File: config.mk
export PLATFORM = sky130hd
export DESIGN_NAME = ppu_scroll_address_unit
export DESIGN_NICKNAME = d
export VERILOG_FILES = /design/src/sv/psa_pkg.sv /design/src/sv/ppu_scroll_address_unit.sv /design/src/sv/psa_in_stage.sv /design/src/sv/psa_dot_timer.sv /design/src/sv/psa_addr_update.sv
export SDC_FILE = /design/constraint.sdc
export NUM_CORES = 1
export LEC_CHECK = 0
export BUFFER_PORTS_ARGS = -buffer_cell sky130_fd_sc_hd__buf_2
export CAP_MARGIN = 20
export CORE_ASPECT_RATIO = 1.25
export CORE_MARGIN = 1.5
export CORE_UTILIZATION = 60
export DETAILED_ROUTE_END_ITERATION = 16
export PLACE_DENSITY = 0.83
export SETUP_SLACK_MARGIN = 0.15
export SLEW_MARGIN = 30
export SYNTH_ARGS = -nofsm -noshare
export SYNTH_HDL_FRONTEND = slang
export SYNTH_SLANG_ARGS = --single-unit
File: constraint.sdc
create_clock -name clk -period 7.46 [get_ports clk]
set_clock_uncertainty 0.05 [all_clocks]
set_input_delay 1.492 -clock clk [delete_from_list [all_inputs] [get_ports clk]]
set_output_delay 1.492 -clock clk [all_outputs]
set_load 0.01 [all_outputs]
File: src/sv/psa_pkg.sv
// ============================================================================
// psa_pkg: shared types, constants and address helpers
// Event codes, timing constants and the coarse/fine scroll increment functions
// used by the scroll and address unit.
// ============================================================================
package psa_pkg;

  localparam int unsigned ADDR_W = 15;
  localparam int unsigned CNT_W  = 9;

  // Event codes carried on the mode field. Code 7 has no meaning.
  typedef enum logic [2:0] {
    MODE_CTRL   = 3'd0,
    MODE_MASK   = 3'd1,
    MODE_SCROLL = 3'd2,
    MODE_ADDR   = 3'd3,
    MODE_DATA   = 3'd4,
    MODE_STATUS = 3'd5,
    MODE_TICK   = 3'd6
  } mode_t;

  localparam logic [CNT_W-1:0] DOT_LAST      = 9'd340;
  localparam logic [CNT_W-1:0] LINE_PRE      = 9'd261;
  localparam logic [CNT_W-1:0] LINE_VIS_LAST = 9'd239;
  localparam logic [CNT_W-1:0] LINE_RESET    = 9'd240;
  localparam logic [CNT_W-1:0] DOT_XY        = 9'd256;
  localparam logic [CNT_W-1:0] DOT_HCOPY     = 9'd257;
  localparam logic [CNT_W-1:0] DOT_VCOPY_LO  = 9'd280;
  localparam logic [CNT_W-1:0] DOT_VCOPY_HI  = 9'd304;
  localparam logic [CNT_W-1:0] DOT_PREFETCH  = 9'd328;

  localparam logic [4:0]        CY_LAST_ROW = 5'd29;
  localparam logic [ADDR_W-1:0] ROW_STEP    = 15'd32;
  localparam logic [ADDR_W-1:0] COL_STEP    = 15'd1;
  localparam logic [ADDR_W-1:0] MASK_H      = 15'h041f;
  localparam logic [ADDR_W-1:0] MASK_V      = 15'h7be0;

  // Address-side state, kept together since it moves as one group.
  typedef struct packed {
    logic [ADDR_W-1:0] cur;
    logic [ADDR_W-1:0] lat;
    logic [2:0]        fine;
    logic              toggle;
    logic              step_row;
    logic              render;
  } scroll_state_t;

  // Dot-timed address actions for the dot a tick moves to.
  typedef struct packed {
    logic inc_xy;
    logic copy_h;
    logic copy_v;
    logic inc_x;
  } dot_act_t;

  // Coarse X increment; wrapping past column 31 switches horizontal nametable.
  function automatic logic [ADDR_W-1:0] bump_x(input logic [ADDR_W-1:0] v);
    logic [ADDR_W-1:0] r;
    if (v[4:0] == 5'h1f) begin
      r = {v[14:11], ~v[10], v[9:5], 5'd0};
    end else begin
      r = {v[14:5], v[4:0] + 5'd1};
    end
    return r;
  endfunction

  // Fine Y increment with carry into coarse Y. Row 29 wraps and switches the
  // vertical nametable; row 31 wraps without switching.
  function automatic logic [ADDR_W-1:0] bump_y(input logic [ADDR_W-1:0] v);
    logic [ADDR_W-1:0] r;
    logic [4:0]        cy;
    logic              nty;
    cy  = v[9:5];
    nty = v[11];
    if (v[14:12] != 3'd7) begin
      r = {v[14:12] + 3'd1, v[11:0]};
    end else begin
      if (cy == CY_LAST_ROW) begin
        cy  = 5'd0;
        nty = ~nty;
      end else if (cy == 5'h1f) begin
        cy = 5'd0;
      end else begin
        cy = cy + 5'd1;
      end
      r = {3'd0, nty, v[10], cy, v[4:0]};
    end
    return r;
  endfunction

endpackage

File: src/sv/ppu_scroll_address_unit.sv
// ============================================================================
// ppu_scroll_address_unit: scroll and address unit of a tile video processor
// Tracks the current and temporary VRAM addresses, fine X, the write toggle
// and dot/scanline timing, and reports the full state after every event.
// ============================================================================
//
// Usage:
//   The input channel (in_valid, in_ready, mode, data_byte) carries one item
//   per CPU register event or per one-dot tick. The output channel
//   (out_valid, out_ready and the seven state fields) returns exactly one
//   item per input item, in order, showing the state after that event.
//   An accepted item is held in the input register, moves into the state
//   registers at the next edge when the output slot is free, and is offered
//   on the output from then on.
//   Throughput is one item per cycle while out_ready stays high: the input
//   register is freed in the same cycle its item moves into the state/result
//   register, and in_ready follows out_ready through both registers.
//   The state registers double as the result register. They change only when
//   an item moves in, so a stalled result holds steady while the next item
//   waits in the input register; with both full and out_ready low, in_ready drops.
//   Synchronous reset empties both stages and sets the state to its power-up
//   values: addresses, fine X, toggle, step and rendering enable zero, dot
//   340, scanline 240, even frame.
//
// ============================================================================
module ppu_scroll_address_unit
  import psa_pkg::*;
(
  input  logic              clk,
  input  logic              rst,
  input  logic              in_valid,
  output logic              in_ready,
  input  logic [2:0]        mode,
  input  logic [7:0]        data_byte,
  output logic              out_valid,
  input  logic              out_ready,
  output logic [ADDR_W-1:0] vram_addr,
  output logic [ADDR_W-1:0] temp_addr,
  output logic [2:0]        fine_x,
  output logic              write_toggle,
  output logic [CNT_W-1:0]  dot,
  output logic [CNT_W-1:0]  scanline,
  output logic              odd_frame
);

  logic          q_valid;
  logic [2:0]    q_mode;
  logic [7:0]    q_data;
  logic          adv;
  logic          is_tick;

  scroll_state_t st;
  scroll_state_t st_next;
  logic [CNT_W-1:0] dot_cnt;
  logic [CNT_W-1:0] line_cnt;
  logic             parity;
  logic [CNT_W-1:0] dot_next;
  logic [CNT_W-1:0] line_next;
  logic             parity_next;
  dot_act_t         acts;

  // An item moves into the result register when the output slot is empty or
  // is being emptied at this edge.
  assign adv     = q_valid && (!out_valid || out_ready);
  assign is_tick = (q_mode == MODE_TICK);

  psa_in_stage u_in (
    .clk       (clk),
    .rst       (rst),
    .in_valid  (in_valid),
    .in_ready  (in_ready),
    .mode      (mode),
    .data_byte (data_byte),
    .take      (adv),
    .q_valid   (q_valid),
    .q_mode    (q_mode),
    .q_data    (q_data)
  );

  psa_dot_timer u_timer (
    .dot         (dot_cnt),
    .scanline    (line_cnt),
    .odd_frame   (parity),
    .render      (st.render),
    .dot_next    (dot_next),
    .line_next   (line_next),
    .parity_next (parity_next),
    .acts        (acts)
  );

  psa_addr_update u_addr (
    .mode    (q_mode),
    .data    (q_data),
    .st      (st),
    .acts    (acts),
    .st_next (st_next)
  );

  always_ff @(posedge clk) begin
    if (rst) begin
      out_valid <= 1'b0;
    end else if (adv) begin
      out_valid <= 1'b1;
    end else if (out_ready) begin
      out_valid <= 1'b0;
    end
  end

  // State registers; their contents are the output item.
  always_ff @(posedge clk) begin
    if (rst) begin
      st       <= '0;
      dot_cnt  <= DOT_LAST;
      line_cnt <= LINE_RESET;
      parity   <= 1'b0;
    end else if (adv) begin
      st <= st_next;
      if (is_tick) begin
        dot_cnt  <= dot_next;
        line_cnt <= line_next;
        parity   <= parity_next;
      end
    end
  end

  assign vram_addr    = st.cur;
  assign temp_addr    = st.lat;
  assign fine_x       = st.fine;
  assign write_toggle = st.toggle;
  assign dot          = dot_cnt;
  assign scanline     = line_cnt;
  assign odd_frame    = parity;

`ifndef NO_ASSERTIONS
  // The reported state moves only when an item enters the result register.
  a_hold_without_adv: assert property (@(posedge clk) disable iff (rst)
    !adv |=> $stable(vram_addr) && $stable(temp_addr) && $stable(dot) &&
             $stable(scanline))
    else $error("state changed without an item");

  // End of a visible or blanking line moves to dot 0 of the next line.
  a_line_advance: assert property (@(posedge clk) disable iff (rst)
    adv && is_tick && (dot_cnt == DOT_LAST) && (line_cnt < LINE_PRE)
    |=> (dot == '0) && (scanline == $past(scanline) + 9'd1))
    else $error("line advance wrong");

  // Frame parity flips only at the wrap of the pre-render line.
  a_parity_only_at_wrap: assert property (@(posedge clk) disable iff (rst)
    adv && !(is_tick && (dot_cnt >= DOT_LAST) && (line_cnt >= LINE_PRE))
    |=> $stable(odd_frame))
    else $error("frame parity changed mid-frame");

  // A status read always leaves the toggle on the first write.
  a_status_clears_toggle: assert property (@(posedge clk) disable iff (rst)
    adv && (q_mode == MODE_STATUS) |=> !write_toggle)
    else $error("status read did not clear toggle");
`endif

endmodule

File: src/sv/psa_in_stage.sv
// ============================================================================
// psa_in_stage: input register
// Holds one accepted event until the state update takes it.
// ============================================================================
module psa_in_stage
  import psa_pkg::*;
(
  input  logic       clk,
  input  logic       rst,
  input  logic       in_valid,
  output logic       in_ready,
  input  logic [2:0] mode,
  input  logic [7:0] data_byte,
  input  logic       take,
  output logic       q_valid,
  output logic [2:0] q_mode,
  output logic [7:0] q_data
);

  logic load;

  // The register frees up in the same cycle its item is taken.
  assign in_ready = !q_valid || take;
  assign load     = in_valid && in_ready;

  always_ff @(posedge clk) begin
    if (rst) begin
      q_valid <= 1'b0;
    end else if (load) begin
      q_valid <= 1'b1;
    end else if (take) begin
      q_valid <= 1'b0;
    end
  end

  always_ff @(posedge clk) begin
    if (load) begin
      q_mode <= mode;
      q_data <= data_byte;
    end
  end

endmodule

File: src/sv/psa_dot_timer.sv
// ============================================================================
// psa_dot_timer: dot and scanline timing
// Next dot, scanline and frame parity for a tick, and the address actions
// due at the new dot.
// ============================================================================
module psa_dot_timer
  import psa_pkg::*;
(
  input  logic [CNT_W-1:0] dot,
  input  logic [CNT_W-1:0] scanline,
  input  logic             odd_frame,
  input  logic             render,
  output logic [CNT_W-1:0] dot_next,
  output logic [CNT_W-1:0] line_next,
  output logic             parity_next,
  output dot_act_t         acts
);

  logic active;
  logic in_range;

  always_comb begin
    dot_next    = dot + 9'd1;
    line_next   = scanline;
    parity_next = odd_frame;
    if (dot >= DOT_LAST) begin
      dot_next = '0;
      if (scanline >= LINE_PRE) begin
        line_next   = '0;
        parity_next = ~odd_frame;
        // Odd frames with rendering on skip dot 0.
        dot_next    = {8'd0, render & ~odd_frame};
      end else begin
        line_next = scanline + 9'd1;
      end
    end
  end

  always_comb begin
    active   = render && ((line_next <= LINE_VIS_LAST) || (line_next == LINE_PRE));
    in_range = (dot_next <= DOT_XY) || (dot_next >= DOT_PREFETCH);
    acts.inc_xy = active && (dot_next == DOT_XY);
    acts.copy_h = active && (dot_next == DOT_HCOPY);
    acts.copy_v = active && (line_next == LINE_PRE) &&
                  (dot_next >= DOT_VCOPY_LO) && (dot_next <= DOT_VCOPY_HI);
    acts.inc_x  = active && (dot_next != DOT_XY) && (dot_next != '0) && in_range &&
                  (dot_next[2:0] == 3'd0);
  end

endmodule

File: src/sv/psa_addr_update.sv
// ============================================================================
// psa_addr_update: address-side next state
// Applies one event to the current and temporary addresses, fine X, the
// write toggle, the data-port step and the rendering enable.
// ============================================================================
module psa_addr_update
  import psa_pkg::*;
(
  input  logic [2:0]    mode,
  input  logic [7:0]    data,
  input  scroll_state_t st,
  input  dot_act_t      acts,
  output scroll_state_t st_next
);

  always_comb begin
    st_next = st;
    unique case (mode_t'(mode))
      MODE_CTRL: begin
        st_next.step_row  = data[2];
        st_next.lat[11:10] = data[1:0];
      end
      MODE_MASK: begin
        st_next.render = data[3] | data[4];
      end
      MODE_SCROLL: begin
        if (!st.toggle) begin
          st_next.lat[4:0] = data[7:3];
          st_next.fine     = data[2:0];
        end else begin
          st_next.lat = {data[2:0], st.lat[11:10], data[7:3], st.lat[4:0]};
        end
        st_next.toggle = ~st.toggle;
      end
      MODE_ADDR: begin
        if (!st.toggle) begin
          st_next.lat = {1'b0, data[5:0], st.lat[7:0]};
        end else begin
          st_next.lat = {st.lat[14:8], data};
          st_next.cur = {st.lat[14:8], data};
        end
        st_next.toggle = ~st.toggle;
      end
      MODE_DATA: begin
        st_next.cur = st.cur + (st.step_row ? ROW_STEP : COL_STEP);
      end
      MODE_STATUS: begin
        st_next.toggle = 1'b0;
      end
      MODE_TICK: begin
        priority if (acts.inc_xy) begin
          st_next.cur = bump_y(bump_x(st.cur));
        end else if (acts.copy_h) begin
          st_next.cur = (st.cur & ~MASK_H) | (st.lat & MASK_H);
        end else if (acts.copy_v) begin
          st_next.cur = (st.cur & MASK_H) | (st.lat & MASK_V);
        end else if (acts.inc_x) begin
          st_next.cur = bump_x(st.cur);
        end else begin
          st_next.cur = st.cur;
        end
      end
      default: begin
        st_next = st;
      end
    endcase
  end

endmodule
### Word-level counts from Yosys, hierarchy flattened

Cells that the tools add are included.

| word-level totals | value |
|---|---|
| register bits | 68 |
| bits in latches | 0 |
| RAM bits | 0 |
| memory bits (read-only) | 0 |
| input bits | 15 |
| memories | 0 |

| operators by class | value |
|---|---|
| add/subtract/negate cells | 6 |
| multiply operators | 0 |
| divide/modulo/power cells | 0 |
| order comparisons | 7 |
| eq/ne operators | 19 |
| shift operators | 0 |
| muxes and demuxes | 29 |
| bitwise gates (word level) | 9 |
| reduce and logical (&&, ||, !) cells | 39 |

Operators with widths:

| cell | count |
|---|---|
| 15-bit 2-to-1 mux | 9 |
| 15-bit one-hot mux with 3 select lines | 1 |
| 9-bit greater-or-equal comparator, second input constant | 4 |
| 9-bit == test, second input constant | 3 |
| 9-bit 2-to-1 mux | 3 |
| 4-bit AND reduction | 6 |
| 10-bit one-hot mux with 2 select lines | 1 |
| 9-bit by 1-bit adder with 9-bit output, second input constant | 2 |
| 9-bit <= comparator, second input constant | 2 |
| 15-bit by 6-bit adder with 15-bit output | 1 |
| 5-bit == test, second input constant | 3 |
| 5-bit 2-to-1 mux | 3 |
| 11-bit by 15-bit bitwise OR with 15-bit output | 1 |
| 15-bit by 11-bit bitwise OR with 15-bit output | 1 |
| 1-bit logical AND | 12 |
| 11-bit 2-to-1 mux | 1 |
| 5-bit by 1-bit adder with 5-bit output, second input constant | 2 |
| 10-bit 2-to-1 mux | 1 |
| 2-bit nonzero test | 5 |
| 3-bit == test, second input constant | 3 |
| 9-bit by 8-bit <= comparator with 1-bit output, second input constant | 1 |
| 9-bit inequality test, second input constant | 1 |
| 9-bit nonzero test | 1 |
| 2-bit inequality test, second input constant | 4 |
| 20 further kinds | 38 |

### Logic depth before layout (Yosys ltp)

| depth | value |
|---|---|
| depth in word-level cells | 15 |
| depth in mapped cells | 12 |

### Hierarchy

A second synthesis with hierarchy kept.

| second synthesis, totals | value |
|---|---|
| cells, all modules | 794 |
| area, all modules | 5949.5 µm² |

Modules (own cells, without submodules):

| module | times used | cells an instance | area each (µm²) | seq. area each (µm²) |
|---|---|---|---|---|
| ppu_scroll_address_unit | 1 | 287 | 2486.1 | 1121.1 |
| psa_addr_update | 1 | 354 | 2223.4 | 0.0 |
| psa_dot_timer | 1 | 137 | 854.6 | 0.0 |
| psa_in_stage | 1 | 16 | 385.4 | 350.3 |

### Least setup slack after synthesis

No wires, ideal clock.

| timing path | value |
|---|---|
| path kind | in2out |
| from | input port out_ready |
| to | output port in_ready |
| arrival time | 1817 ps |
| path slack | 4101 ps |
| stages on the path | 2 |
| cells stage by stage | nor2b_1 nand2_1 |

| on the way | value |
|---|---|
| word-level cells in the longest chain between the ends | 3 |

Ends and longest elaborated chain:

| element | RTL line | text |
|---|---|---|
| start, declared | ppu_scroll_address_unit.sv:36 | `input logic out_ready,` |
| 1-bit logical OR | ppu_scroll_address_unit.sv:64 | `assign adv = q_valid && (!out_valid \|\| out_ready);` |
| 1-bit logical AND | ppu_scroll_address_unit.sv:64 |  |
| 1-bit logical OR | psa_in_stage.sv:23 | `assign in_ready = !q_valid \|\| take;` |
| end, declared | ppu_scroll_address_unit.sv:32 | `output logic in_ready,` |

Every way passes these cells.

### Worst setup path after layout

| timing path | value |
|---|---|
| from | register dot_cnt[3], in the netlist dot[3] |
| to | register, netlist name vram_addr[2] |

| on the way | value |
|---|---|
| word-level cells in the longest chain between the ends | 12 |

Ends and longest elaborated chain:

| element | RTL line | text |
|---|---|---|
| start, declared | ppu_scroll_address_unit.sv:54 | `logic [CNT_W-1:0] dot_cnt;` |
| start signal, assigned | ppu_scroll_address_unit.sv:119 | `dot_cnt <= dot_next;` |
| 9-bit greater-or-equal comparator | psa_dot_timer.sv:26 | `if (dot >= DOT_LAST) begin` |
| 9-bit 2-to-1 mux | psa_dot_timer.sv:26 |  |
| 9-bit by 8-bit <= comparator with 1-bit output / 9-bit == test (equally long branches) | psa_dot_timer.sv:40, psa_dot_timer.sv:44 |  |
| 1-bit logical OR | psa_dot_timer.sv:40 | `active = render && ((line_next <= LINE_VIS_LAST) \|\| (line_next == LINE_PRE));` |
| 1-bit logical AND | psa_dot_timer.sv:40 |  |
| 1-bit logical AND (2 in series) | psa_dot_timer.sv:44 | `acts.copy_v = active && (line_next == LINE_PRE) &&` |
| 1-bit logical AND | psa_dot_timer.sv:45 | `(dot_next >= DOT_VCOPY_LO) && (dot_next <= DOT_VCOPY_HI);` |
| 15-bit 2-to-1 mux | psa_addr_update.sv:55 | `end else if (acts.copy_v) begin` |
| 15-bit 2-to-1 mux | psa_addr_update.sv:53 | `end else if (acts.copy_h) begin` |
| 15-bit 2-to-1 mux | psa_addr_update.sv:51 | `priority if (acts.inc_xy) begin` |
| 15-bit one-hot mux with 3 select lines | psa_addr_update.sv:18 | `unique case (mode_t'(mode))` |

Several ways; a longest one is shown, not always the timed one.
A chain may end at the register's enable or synchronous reset.

==> impl_metrics.env <==
export IMPL_finalCritPeriodShare=0.5465
export IMPL_via_per_inst=6.732
export IMPL_place_area_mm2=0.004910
export IMPL_initial_utilization=0.6248
export IMPL_synthFlopType="dfxtp_1"
export IMPL_hold_end="fine_x[0]"
export IMPL_final_area_mm2=0.005114
export IMPL_crit_slowest_cell="a21oi_1"
export IMPL_holdCritStartpoint="fine_x[0]"
export IMPL_place_congestion=0.9558
export IMPL_tritoncts="built"
export IMPL_crit_required_ns=7.62
export IMPL_path_class="flop to flop"
export IMPL_cap_violations=0
export IMPL_routed_wl_um=13310
export IMPL_htree_levels=3
export IMPL_finalSetupTns_ns=0
export IMPL_io_pins=70
export IMPL_grt_max_degree=43
export IMPL_wl_per_cell_um=19.16
export IMPL_clk_pin_slew_worst_paths_ns=0.08
export IMPL_cts_setup_buffers=0
export IMPL_grt_antenna_before_repair=0
export IMPL_synth_seq_cells=68
export IMPL_yosys_area_top_type_share=0.2330
export IMPL_slew_violations=0
export IMPL_antenna_left=0
export IMPL_relSlewSlack=0.3716
export IMPL_drc=0
export IMPL_path_cells="o211ai_2 > a21oi_2 > a31o_1 > nand3_1 > nor4_4 > nor2_1 > a21oi_1 > or2_1 > a311oi_2"
export IMPL_cts_buffer_depth=2
export IMPL_syn_inst=579
export IMPL_status="finished clean"
export IMPL_area_growth_pct=4.420
export IMPL_hold_buffers=0
export IMPL_hold_viol_final=0
export IMPL_drive_above_1_share=0.2133
export IMPL_cts_resized=0
export IMPL_crit_path_start_kind="flop"
export IMPL_clock_fmax_mhz=245.3
export IMPL_crit_path_start="dot[3]"
export IMPL_synth_area_leader_cell="dfxtp_1"
export IMPL_firstDrtPassIters=5
export IMPL_ys_warn_count=0
export IMPL_setup_viol=0
export IMPL_path_buf_inv=0
export IMPL_final_core_util=0.6525
export IMPL_ys_types=85
export IMPL_hold_path_class="flop to flop"
export IMPL_p_leak_uw=0.001974
export IMPL_slowest_delay_ns=0.77
export IMPL_finalCriticalPeriod_ns=4.077
export IMPL_synthTopCellsByArea="dfxtp_1 23%, edfxtp_1 6.7%, buf_4 5.5%"
export IMPL_synth_cell_area_mm2=0.004897
export IMPL_dr_total_vias=4679
export IMPL_worstPathArrival_ns=4.23
export IMPL_ir_worst_vdd_v=0.0001133
export IMPL_die_w_um=83.81
export IMPL_dp_hpwl_um=9653
export IMPL_synth_seq_area_share=0.3005
export IMPL_grt_pass1_wl_um=21470
export IMPL_timing_rr_start="dot[3]"
export IMPL_overflow=0
export IMPL_fill_cells=685
export IMPL_synthArstFlopShare=0
export IMPL_p_total_uw=806.0
export IMPL_cp_max_fo=17
export IMPL_worstSkewPairLatency_ns=0.36
export IMPL_worstHoldPathCells=2
export IMPL_grt_pass1_vias=4386
export IMPL_core_mm2=0.007838
export IMPL_nNetsFinal=624
export IMPL_r2r_cells=9
export IMPL_end_kind="flop"
export IMPL_critPathTopFamily="compound AO/OA/AOI/OAI gates"
export IMPL_r2r_end="vram_addr[2]"
export IMPL_grt_total_usage=0.3044
export IMPL_diodes=0
export IMPL_synth_edf_count=11
export IMPL_synth_nets=608
export IMPL_r2r_slack_ns=3.38
export IMPL_die_h_um=104.0
export IMPL_io_buffer_count=69
export IMPL_worst_slew_pin_slew_ns=0.9426
export IMPL_rsz0062_at_grt="false"
export IMPL_hold_slack_ns=0.4520
export IMPL_avgSynthCellArea_um2=8.458
export IMPL_die_area_mm2=0.008716
export IMPL_cts_root_buf="clkbuf_8"
export IMPL_clock_sink_count=68
export IMPL_drtIter0Drc=420
export IMPL_cts_buffers=9
export IMPL_rows=36
export IMPL_p_per_area_mw_per_mm2=157.6
-- sequential cells by signal, summed over array words and instances, names as in the netlist --
name	count
temp_addr	15
u_in.q_valid	1
odd_frame	1
u_in.q_data	8
dot	9
vram_addr	15
write_toggle	1
scanline	9
st	2
out_valid	1
u_in.q_mode	3
fine_x	3
-- power breakdown --
part	internal (µW)	switching (µW)	leakage (µW)	total [µW]
logic	29.3	47.5	0.00131	76.7
clock network	159	169	0.0000973	328
registers	383	18.4	0.000569	401
-- worst min-delay path: stages (launching register included) --
cell and delay (ns):
dfxtp_1 0.33, mux2i_1 0.07, nor2_1 0.07
-- cells in the final DEF (no fill, tap or decap), drive strengths merged, types with 4 or more instances in the layout --
master	count
ha	14
mux2i	7
xor2	10
o21a	4
o21ai	39
a21oi	31
xnor2	15
nor2	57
edfxtp	11
nor3	13
nor4	7
and3	14
or3	5
o211ai	13
nand3b	6
buf	69
nand2	35
a221oi	5
nand2b	5
a22oi	23
a31oi	13
clkbuf	9
or2	4
dfxtp	57
nand3	25
o31ai	5
a211oi	17
inv	24
and2	8
-- metrics by stage --
step                      worst slack, ns  std cells
after floorplan                     4.101        579
after global placement              3.715        679
after detailed placement            3.530        679
after CTS                           3.492        695
after global routing                3.112        695
final                               3.383        695
-- cells by family after synthesis --
kind of cell | count (synthesis) | share of synthesized area
fa+ha+maj | 14 | 0.03577
compound gates | 185 | 0.2823
mux | 7 | 0.01431
xor+xnor | 25 | 0.04471
simple gates | 196 | 0.2138
buf+inv | 84 | 0.1086
flops | 68 | 0.3005
-- layout make-up --
class / count / area (µm²) / share of cell area
Clock buffer: 9 / 123.9 / 0.02422
Sequential cell: 68 / 1471 / 0.2877
Tap cell: 95 / 118.9 / 0.02324
Clock inverter: 7 / 80.08 / 0.01566
Multi-Input combinational cell: 427 / 2899 / 0.5669
Inverter: 20 / 75.07 / 0.01468
Timing Repair Buffer: 69 / 345.3 / 0.06753
-- per-layer routing --
layer	vias up	share of wire	GRT usage
met1	2190	0.38	0.3573
met2	265	0.50	0.5230
met3	60	0.076	0.05159
met5	-	0	0
li1	2164	-	-
met4	0	0.044	0.1674
-- Yosys cell counts, types with 14 or more instances --
| cell | number |
|---|---|
| a22oi_1 | 23 |
| nand3_1 | 24 |
| xnor2_1 | 15 |
| o21ai_0 | 30 |
| a21oi_1 | 29 |
| a211oi_1 | 17 |
| buf_4 | 36 |
| inv_1 | 20 |
| dfxtp_1 | 57 |
| nand2_1 | 34 |
| nor2_1 | 57 |
| ha_1 | 14 |
-- how the worst max path moves through the flow --
| stage | end | cells past startpoint |
|---|---|---|
| 2_1_floorplan | in_ready | 2 |
| 3_3_place_gp | vram_addr[2] | 9 |
| 3_5_place_dp | vram_addr[2] | 9 |
| 4_1_cts | vram_addr[2] | 9 |
| 5_1_grt | vram_addr[2] | 9 |
| 6_report | vram_addr[2] | 9 |
No activity file was read; power rests on OpenSTA's default activity.
